File: src/hdl/mmfw_pkg.sv
// Shared constants, types and command/status structs for the water-filling unit.
`default_nettype none
package mmfw_pkg;
  localparam int MAX_DEMANDS = 64;
  localparam int RATE_BITS   = 48;
  localparam int CNT_W       = $clog2(MAX_DEMANDS + 1);
  localparam int IDX_W       = (MAX_DEMANDS > 1) ? $clog2(MAX_DEMANDS) : 1;

  typedef logic [RATE_BITS-1:0] rate_t;
  typedef logic [CNT_W-1:0]     cnt_t;

  typedef struct packed {
    logic load;
    logic ins_rd;
    logic ins_shift;
    logic ins_put;
    logic fill_init;
    logic fill_rd;
    logic fill_adv;
    logic fill_fin;
    logic emit_init;
    logic emit_rd;
    logic emit_out;
  } cmd_t;

  typedef struct packed {
    logic store_ok;
    logic last;
    logic idx_zero;
    logic ins_gt;
    logic at_end;
    logic div_busy;
    logic fits;
    logic emit_last;
  } sts_t;
endpackage
`default_nettype wire

File: src/hdl/mmfw_ctrl.sv
// Controller: sequences load, insertion, water fill and result streaming.
`default_nettype none
module mmfw_ctrl (
  input  wire logic           clk_i,
  input  wire logic           rst_ni,
  input  wire logic           start_i,
  input  wire mmfw_pkg::sts_t sts_i,
  output mmfw_pkg::cmd_t      cmd_o,
  output logic                busy_o,
  output logic                strobe_o
);
  import mmfw_pkg::*;

  localparam logic [3:0] S_IDLE    = 4'd0;
  localparam logic [3:0] S_INS_CHK = 4'd1;
  localparam logic [3:0] S_INS_CMP = 4'd2;
  localparam logic [3:0] S_F_INIT  = 4'd3;
  localparam logic [3:0] S_F_RD    = 4'd4;
  localparam logic [3:0] S_F_DIV   = 4'd5;
  localparam logic [3:0] S_F_UPD   = 4'd6;
  localparam logic [3:0] S_E_INIT  = 4'd7;
  localparam logic [3:0] S_E_RD    = 4'd8;
  localparam logic [3:0] S_E_OUT   = 4'd9;

  logic [3:0] state_q, state_d;

  always_comb begin
    cmd_o   = '0;
    state_d = state_q;
    unique case (state_q)
      S_IDLE: begin
        // a full set still takes the load step so a last flag is seen
        if (start_i) begin
          cmd_o.load = 1'b1;
          state_d = S_INS_CHK;
        end
      end
      S_INS_CHK: begin
        if (!sts_i.store_ok) begin
          // dropped request on a full set; only a last flag matters
          state_d = sts_i.last ? S_F_INIT : S_IDLE;
        end else if (sts_i.idx_zero) begin
          cmd_o.ins_put = 1'b1;
          state_d = sts_i.last ? S_F_INIT : S_IDLE;
        end else begin
          cmd_o.ins_rd = 1'b1;
          state_d = S_INS_CMP;
        end
      end
      S_INS_CMP: begin
        if (sts_i.ins_gt) begin
          cmd_o.ins_shift = 1'b1;
          state_d = S_INS_CHK;
        end else begin
          cmd_o.ins_put = 1'b1;
          state_d = sts_i.last ? S_F_INIT : S_IDLE;
        end
      end
      S_F_INIT: begin
        cmd_o.fill_init = 1'b1;
        state_d = S_F_RD;
      end
      S_F_RD: begin
        if (sts_i.at_end) state_d = S_E_INIT;
        else begin
          cmd_o.fill_rd = 1'b1;
          state_d = S_F_DIV;
        end
      end
      S_F_DIV: begin
        if (!sts_i.div_busy) state_d = S_F_UPD;
      end
      S_F_UPD: begin
        if (sts_i.fits) begin
          cmd_o.fill_adv = 1'b1;
          state_d = S_F_RD;
        end else begin
          cmd_o.fill_fin = 1'b1;
          state_d = S_E_INIT;
        end
      end
      S_E_INIT: begin
        cmd_o.emit_init = 1'b1;
        state_d = S_E_RD;
      end
      S_E_RD: begin
        cmd_o.emit_rd = 1'b1;
        state_d = S_E_OUT;
      end
      S_E_OUT: begin
        cmd_o.emit_out = 1'b1;
        state_d = sts_i.emit_last ? S_IDLE : S_E_RD;
      end
      default: state_d = S_IDLE;
    endcase
  end

  always_ff @(posedge clk_i or negedge rst_ni) begin
    if (!rst_ni) state_q <= S_IDLE;
    else state_q <= state_d;
  end

  assign busy_o   = state_q != S_IDLE;
  assign strobe_o = cmd_o.emit_out;
endmodule
`default_nettype wire

File: config.mk
export PLATFORM = sky130hd
export DESIGN_NAME = mmfw_ctrl
export DESIGN_NICKNAME = d
export VERILOG_FILES = /design/src/hdl/mmfw_pkg.sv /design/src/hdl/mmfw_ctrl.sv
export SDC_FILE = /design/constraint.sdc
export NUM_CORES = 1
export LEC_CHECK = 0
export BUFFER_PORTS_ARGS = -buffer_cell sky130_fd_sc_hd__buf_2
export CORE_AREA = 2 2 39 41
export CTS_CLUSTER_DIAMETER = 30
export DETAILED_ROUTE_END_ITERATION = 12
export DIE_AREA = 0 0 41 43
export GPL_ROUTABILITY_DRIVEN = 0
export PLACE_DENSITY = 0.71
export SLEW_MARGIN = 10
export SYNTH_ARGS = -nofsm -noshare
export SYNTH_HDL_FRONTEND = slang
export SYNTH_SLANG_ARGS = --single-unit
File: constraint.sdc
create_clock -name clk_i -period 1.6 [get_ports clk_i]
set_input_delay 0.4 -clock clk_i [delete_from_list [all_inputs] [get_ports clk_i]]
set_output_delay 0.4 -clock clk_i [all_outputs]
set_load 0.05 [all_outputs]
==> impl_metrics.py, run 1 <==
metrics = {
    "run_status": {
        "violations": "setup timing",
        "status": "finished with violations",
    },
    "global_routing": {
        "grt_antenna_before_repair": 0,
        "track_usage_pct": 18.6,
        "grt_max_degree": 8,
        "grt_pass1_wl_mm": 2.21,
        "grt_pass1_vias": 550,
        "grt_overflow": 0,
    },
    "finish": {
        "n_antenna_cell": 0,
        "layout_common_cells": "buf_6 (18), buf_4 (14), buf_2 (10)",
        "final_common_cell": "buf_6",
        "final_nets": 113,
        "post-route-util_pct": 69.5,
        "reg.largest.list": "state_q: 4 flops",
        "largest_reg_flops": 4,
        "syn_to_final_growth_pct": 135,
        "layout-drive-gt1-share_pct": 74.0,
        "regMostFlops": "state_q",
    },
    "routing": {
        "wl_mm": 1.75,
        "vias": 608,
        "drt-wirelength-per-cell_um": 15.1,
        "drc": 0,
        "avgViaCountPerCell": 5.24,
        "drtAntennaViolNets": 0,
        "drtIter0Drc": 2,
        "detail_route.first_pass.iterations": 4,
    },
    "worst_setup_path": {
        "cp.arrival_ps": 1400,
        "cp-end-kind": "primary output",
        "critPathRequiredTime_ps": 1200,
        "crit_start": "state_q[3]",
        "crit_fanout": 5,
        "crit_path_start_kind": "flip-flop",
        "r2r_start": "state_q[1]",
        "critPathKind": "reg -> out",
    },
    "yosys": {
        "synth_area_um2": 409,
        "synth-xor-area-share_pct": 2.14,
        "ys.flop_type": "dfrtp_1",
        "yosys.area_share.simple_pct": 41.0,
        "synth-async-reset-ratio_pct": 100,
        "yosys.cell_types.count": 28,
        "synth_top_family_by_area": "simple AND/OR/NAND/NOR gates",
        "synth_edf_count": 0,
        "syn_nets": 65,
        "synth_area_per_cell_um2": 7.58,
        "syn_inst": 54,
        "synth-compound-area-share_pct": 22.3,
        "ys_seq_area_share_pct": 24.5,
        "yosys_register_bits": 4,
        "yosysWarnings": 0,
        "muxShareOfSynthArea_pct": 0,
        "synth_adder_area_share_pct": 0,
    },
    "timing": {
        "final.setup.worst_slack_ps": -198,
        "setup_violations": 12,
        "relSlewSlack_pct": 79.0,
        "hold_viol": 0,
        "timing.final.crit_share_pct": 112,
        "slew_violations": 0,
        "finalCriticalPeriod_ps": 1800,
        "fmax_ghz": 0.556,
        "fin_skew_ps": 1.53,
        "tns_ps": -1210,
        "worst-slew-pin-transition_ps": 311,
        "grt_setup_unrepaired": "yes",
    },
    "worst_hold_path": {
        "min_from": "sts_i[2]",
        "hold_class": "in -> reg",
    },
    "cts": {
        "cts.sinks": 4,
        "insertion_delay_ps": 230,
        "numCtsBuffers": 3,
        "path_clk_slew_ps": 40,
        "cts_tree": "yes",
        "cts.path.max_buffers": 2,
        "htree_levels": 1,
        "root_buffer": "clkbuf_4",
    },
    "die": {
        "die_area_um2": 1760,
        "std_cell_rows": 14,
        "initial_core_util_pct": 29.6,
        "die_x_um": 41,
        "core_area_um2": 1380,
        "die_h_um": 43,
        "boundaryPins": 24,
    },
    "job": {
        "maxCapViolCount": 0,
    },
    "placed_design": {
        "port_buffers": 23,
        "hpwl_um": 940,
    },
    "power": {
        "peakVddDrop_mv": 0.938,
        "p_leak_nw": 0.455,
        "p_per_area_nw_per_um2": 2070,
    },
}
-- worst max-delay path: stages (launching register included) --
cell and delay, ps:
dfrtp_1 430, or2b_4 330, nor3b_4 220, buf_6 190
-- layer usage --
layer / up-vias / share of wire, % / global-route usage [%]
li1: 286 / - / -
met1: 290 / 39 / 18.0
met2: 26 / 53 / 32.8
met3: 6 / 4.1 / 2.62
met4: 0 / 3.3 / 12.7
met5: - / 0 / 0
-- metrics by stage --
stage | hold WS [ps] | std cells | setup slack, ps | cell area (µm²) | total power, W
after CTS | 440 | 111 | -170 | 890 | 0.00178
after floorplan | 104 | 54 | -330 | 463 | 0.000967
after global placement | 208 | 98 | 46.3 | 628 | 0.00120
after detailed placement | 211 | 98 | 22.4 | 628 | 0.00122
after global routing | 500 | 116 | -247 | 962 | 0.00208
final | 493 | 116 | -198 | 962 | 0.00199
-- worst paths after layout --
check                              to  slack (ps)  cells after the start
max reg2reg                state_q[0]         120                      6
min                        state_q[0]         490                      3
min reg2reg                state_q[2]         680                      2
min in group asynchronous  state_q[1]         500                      2
max                          cmd_o[0]        -200                      3
max in group asynchronous  state_q[2]         960                      2
-- synthesized netlist by cell type, types with 2 or more instances --
master    instances  area (µm²)
a31oi_1           2        12.5
and3_1            2        12.5
buf_4             3        22.5
dfrtp_1           4         100
inv_1             2        7.51
nand2_1           4        15.0
nand2b_1          2        12.5
nor2_1            7        26.3
nor2b_1           2        12.5
nor3_1            4        20.0
o21ai_0           5        25.0
-- cell families (layout without fill, tap and decap cells) --
kind of cell	Yosys count	in the layout
AO/OA/AOI/OAI	14	14
flip-flops	4	4
XOR/XNOR	1	1
buffers and inverters	6	52
AND/OR/NAND/NOR	29	29
-- layout make-up --
class,count,area [µm²]
inverter,2,7.51
sequential,4,104
timing repair buffer,47,428
clock buffer,3,22.5
fill,96,422
multi-input combinational,44,380
tap,16,20.0
-- repair_timing --
action,in CTS,in global routing
pin swaps,5,5
endpoints found under the setup margin,13,13
buffers inserted,9,6
endpoints found under the hold margin,4,0
hold buffers,1,0
cloned,0,0
gates resized for setup,47,12
-- where the power goes --
part           internal, W  total, W  switching, W
sequential        0.000157  0.000230     0.0000729
combinational     0.000783   0.00164      0.000853
clock            0.0000837  0.000121     0.0000376
total              0.00102   0.00199      0.000963
Note: power is estimated with default switching activity, not from simulation.
==> run 2: changes to the inputs <==
Settings changed: SETUP_SLACK_MARGIN set to 0.1.
==> run 2 against run 1 <==
Effect of this change: the run still ends with setup timing left; highest routed layer is now met3; combinational power decreased by 14%; sequential power decreased by 4%; final area decreased by 6.4%; first-iteration DRC count increased to 5.0 times the previous value.
==> impl_metrics.py, run 2 (synthesis gave the netlist of run 1 again) <==
metrics = {
    "finish": {
        "syn_to_final_growth_pct": 120,
        "reg.largest.list": "state_q: 4 flops",
        "largest_reg_flops": 4,
        "layout_common_cells": "buf_4 (14), buf_6 (13), buf_2 (10)",
        "n_antenna_cell": 0,
        "layout-drive-gt1-share_pct": 70.5,
        "final_nets": 108,
        "final_common_cell": "buf_4",
        "regMostFlops": "state_q",
    },
    "global_routing": {
        "track_usage_pct": 18.3,
        "grt_max_degree": 9,
        "grt_pass1_vias": 536,
        "grt_overflow": 0,
        "grt_antenna_before_repair": 0,
        "grt_pass1_wl_mm": 2.19,
    },
    "worst_hold_path": {
        "hold_class": "in -> reg",
        "holdPathEnd": "state_q[0]",
        "whs_path_depth": 3,
        "min_from": "sts_i[2]",
    },
    "timing": {
        "fin_skew_ps": 4.70,
        "worst-slew-pin-transition_ps": 293,
        "final.setup.worst_slack_ps": -229,
        "grt_setup_unrepaired": "yes",
        "fin_hold_ws_ps": 459,
        "slew_violations": 0,
        "timing.final.crit_share_pct": 114,
        "fmax_ghz": 0.547,
        "finalCriticalPeriod_ps": 1830,
        "setup_violations": 13,
        "relSlewSlack_pct": 80.3,
        "hold_viol": 0,
    },
    "routing": {
        "avgViaCountPerCell": 5.02,
        "detail_route.first_pass.iterations": 4,
        "drt-wirelength-per-cell_um": 13.6,
        "drtAntennaViolNets": 0,
        "wl_mm": 1.51,
        "drtIter0Drc": 10,
        "drc": 0,
        "vias": 557,
    },
    "worst_setup_path": {
        "critPathKind": "reg -> out",
        "rrSetupSlack_ps": 170,
        "worstRegToRegCells": 6,
        "crit_start": "state_q[1]",
        "slowest_delay_ps": 430,
        "crit_path_start_kind": "flip-flop",
        "cp.arrival_ps": 1430,
        "r2r_start": "state_q[0]",
        "cp-end-kind": "primary output",
        "cpMaxStageDelayCell": "dfrtp_2",
        "r2r_end": "state_q[0]",
        "crit_fanout": 6,
        "crit_family": "simple AND/OR/NAND/NOR gates",
        "critPathBufInv": 1,
        "path_cells": "and2b_2 > a31oi_2 > nor3_2 > buf_6",
        "critPathRequiredTime_ps": 1200,
    },
    "cts": {
        "cts.path.max_buffers": 2,
        "insertion_delay_ps": 230,
        "path_clk_slew_ps": 40,
        "cts.sinks": 4,
        "root_buffer": "clkbuf_4",
        "cts_tree": "yes",
        "numCtsBuffers": 3,
        "htree_levels": 1,
    },
    "run_status": {
        "status": "finished with violations",
        "violations": "setup timing",
    },
    "die": {
        "die_x_um": 41,
        "core_area_um2": 1380,
        "initial_core_util_pct": 29.6,
        "die_area_um2": 1760,
        "std_cell_rows": 14,
        "die_h_um": 43,
        "boundaryPins": 24,
    },
    "job": {
        "maxCapViolCount": 0,
    },
    "power": {
        "p_per_area_nw_per_um2": 1950,
        "p_leak_nw": 0.415,
        "peakVddDrop_mv": 0.994,
    },
    "placed_design": {
        "port_buffers": 23,
        "pre_cts_slack_ps": 0.0238,
        "hpwl_um": 936,
    },
}
==> run 2: worst register-to-register path, stage by stage (launching register included) <==
cell	delay (ps)
dfrtp_2	440
buf_4	160
buf_6	130
nor2_1	100
a32oi_1	60
o21ai_0	270
o22ai_1	150
==> run 2: what timing repair did <==
item,in CTS,in global routing
pin swaps,5,7
hold endpoints to repair,4,0
buffers inserted,3,5
gates resized for setup,36,11
hold buffers,1,0
setup endpoints to repair,13,13
==> run 2: report_power, final <==
group          switching (W)  internal (W)  leakage [nW]
sequential         0.0000650      0.000155        0.0483
combinational       0.000758      0.000656         0.353
clock              0.0000400     0.0000838        0.0138
==> run 2: final cells by class <==
| type | instances | area (µm²) |
|---|---|---|
| Sequential cell | 4 | 103 |
| Tap cell | 16 | 20.0 |
| Timing Repair Buffer | 42 | 372 |
| Clock buffer | 3 | 22.5 |
| Inverter | 2 | 11.3 |
| Multi-Input combinational cell | 44 | 373 |
| Fill cell | 117 | 483 |
==> run 2: routing by layer <==
layer  vias to the layer above  part of all wire, %  track usage (%)
li1                        273                    -                -
met1                       260                   37             21.0
met2                        24                   58             30.3
met3                         0                  5.0             2.62
met4                         0                    0             10.0
met5                         -                    0                0
==> run 2: how the worst max path moves through the flow <==
stage	endpoint	slack, ps	cells after the start
after global routing	cmd_o[7]	-280	4
after detailed placement	cmd_o[5]	0.02	4
after global placement	cmd_o[7]	20	5
after floorplan	cmd_o[0]	-330	4
final	cmd_o[7]	-230	4
after CTS	cmd_o[7]	-160	4
==> run 2: stage by stage <==
stage	cells	power [W]	cell area, µm²	utilization, %	TNS [ps]
after CTS	107	0.00162	826	59.7	-1130
after floorplan	54	0.000982	474	-	-794
after global placement	100	0.00126	654	47.3	0
final	111	0.00176	901	65.1	-1330
after global routing	111	0.00186	901	65.1	-2100
after detailed placement	100	0.00127	654	47.3	0
==> run 3: changes to the inputs <==
==> constraint.sdc (replaced) <==
create_clock -name clk_i -period 1.6 [get_ports clk_i]
set_input_delay 0.16 -clock clk_i [delete_from_list [all_inputs] [get_ports clk_i]]
set_output_delay 0.16 -clock clk_i [all_outputs]
set_load 0.05 [all_outputs]
==> run 3 against run 2 <==
Effect of this change: the flow now finishes without violations; cell count fell by 9.9%; worst hold slack got worse by 260 ps; wire length down 11%; via count decreased by 3.2%; global-route usage decreased by 2.2 points; final area shrank 17%; power decreased by 15%; sequential share of layout area grew 2.2 points; clock skew rose by 5.1 ps.
==> impl_metrics.py, run 3 (synthesis gave the netlist of run 1 again) <==
metrics = {
    "timing": {
        "fin_skew_ps": 9.81,
        "worst-slew-pin-transition_ps": 288,
        "hold_viol": 0,
        "relSlewSlack_pct": 80.7,
        "fin_hold_ws_ps": 204,
        "fmax_ghz": 0.657,
        "grt_setup_unrepaired": "yes",
        "timing.final.crit_share_pct": 95.1,
        "slew_violations": 0,
        "finalCriticalPeriod_ps": 1520,
        "setup_violations": 0,
    },
    "worst_setup_path": {
        "critPathKind": "reg -> out",
        "cp-end-kind": "primary output",
        "r2r_start": "state_q[0]",
        "crit_family": "simple AND/OR/NAND/NOR gates",
        "slowest_delay_ps": 380,
        "crit_fanout": 9,
        "cp.arrival_ps": 1360,
        "crit_path_start_kind": "flip-flop",
        "critPathBufInv": 2,
        "cpMaxStageDelayCell": "dfrtp_1",
        "critPathRequiredTime_ps": 1440,
        "path_cells": "buf_4 > nor3_2 > and2b_2 > buf_6",
        "crit_start": "state_q[1]",
    },
    "global_routing": {
        "grt_pass1_wl_mm": 1.81,
        "track_usage_pct": 16.1,
        "grt_overflow": 0,
        "grt_max_degree": 12,
        "grt_antenna_before_repair": 0,
        "grt_pass1_vias": 446,
    },
    "die": {
        "boundaryPins": 24,
        "die_h_um": 43,
        "core_area_um2": 1380,
        "die_x_um": 41,
        "std_cell_rows": 14,
        "initial_core_util_pct": 29.6,
        "die_area_um2": 1760,
    },
    "finish": {
        "n_antenna_cell": 0,
        "largest_reg_flops": 4,
        "regMostFlops": "state_q",
        "reg.largest.list": "state_q: 4 flops",
        "layout-drive-gt1-share_pct": 61.9,
        "register_area_um2": 101,
        "syn_to_final_growth_pct": 81.7,
        "fin_cells": 100,
        "final_common_cell": "buf_2",
        "layout_common_cells": "buf_2 (11), buf_6 (10), buf_4 (8)",
        "n_fill_cell": 128,
        "multiInputGateArea_um2": 347,
        "final_nets": 97,
    },
    "routing": {
        "drc": 0,
        "detail_route.first_pass.iterations": 6,
        "drtAntennaViolNets": 0,
        "drt-wirelength-per-cell_um": 13.5,
        "wl_mm": 1.35,
        "vias": 539,
        "drtIter0Drc": 14,
        "avgViaCountPerCell": 5.39,
    },
    "worst_hold_path": {
        "hold_class": "in -> reg",
        "min_from": "sts_i[2]",
    },
    "job": {
        "maxCapViolCount": 0,
    },
    "power": {
        "p_total_w": 0.00149,
        "p_per_area_nw_per_um2": 2010,
        "peakVddDrop_mv": 0.952,
        "p_leak_nw": 0.363,
    },
    "cts": {
        "cts.sinks": 4,
        "cts.path.max_buffers": 2,
        "path_clk_slew_ps": 40,
        "root_buffer": "clkbuf_4",
        "htree_levels": 1,
        "insertion_delay_ps": 250,
        "numCtsBuffers": 3,
        "cts_tree": "yes",
    },
    "placed_design": {
        "port_buffers": 23,
        "dp_cells": 94,
        "hpwl_um": 906,
    },
    "run_status": {
        "status": "finished, final reports clean",
    },
}
## run 3: per-layer routing
metal	share of wire, %	vias to the layer above	GRT usage [%]
met5	0	-	0
met4	4.0	0	12.0
met3	4.8	8	3.14
met2	55	24	26.6
met1	36	252	16.4
li1	-	255	-
## run 3: through the flow
step	instance area [µm²]	setup TNS (ps)	setup WS, ps	utilization (%)
2_1_floorplan	442	-199	-164	-
3_3_place_gp	581	0	209	42.0
3_5_place_dp	581	0	156	42.0
4_1_cts	674	0	80.6	48.7
5_1_grt	743	0	26.0	53.7
6_report	743	0	78.9	53.7
## run 3: worst paths after layout
path                              end  slack [ps]  cells past startpoint
max                          cmd_o[5]          80                      4
min in group asynchronous  state_q[0]         260                      2
min reg2reg                state_q[2]         500                      1
min                        state_q[0]         200                      3
max reg2reg                state_q[1]         270                      4
max in group asynchronous  state_q[3]        1200                      2
## run 3: timing repair
item                                    CTS  global route
endpoints found under the setup margin   12            12
endpoints found under the hold margin     4             0
hold buffers                              1             0
gates resized for setup                  20            15
pin swaps                                 0             2
buffers inserted                          1             1
## run 3: power breakdown
group          internal, W  leakage [nW]  switching [W]
combinational     0.000465         0.300       0.000700
sequential        0.000152        0.0491      0.0000433
clock            0.0000844        0.0138      0.0000497
## run 3: final cells by class
type | instances | share of cell area, %
clock buffer | 3 | 3.03
inverter | 2 | 1.01
timing repair buffer | 31 | 33.0
sequential | 4 | 13.6
tap | 16 | 2.69
multi-input combinational | 44 | 46.6
## run 3: worst register-to-register path, cell delays in order (launching register included)
cell and delay (ps):
dfrtp_1 400, buf_6 160, o21ai_0 140, or3b_1 390, a31oi_1 160
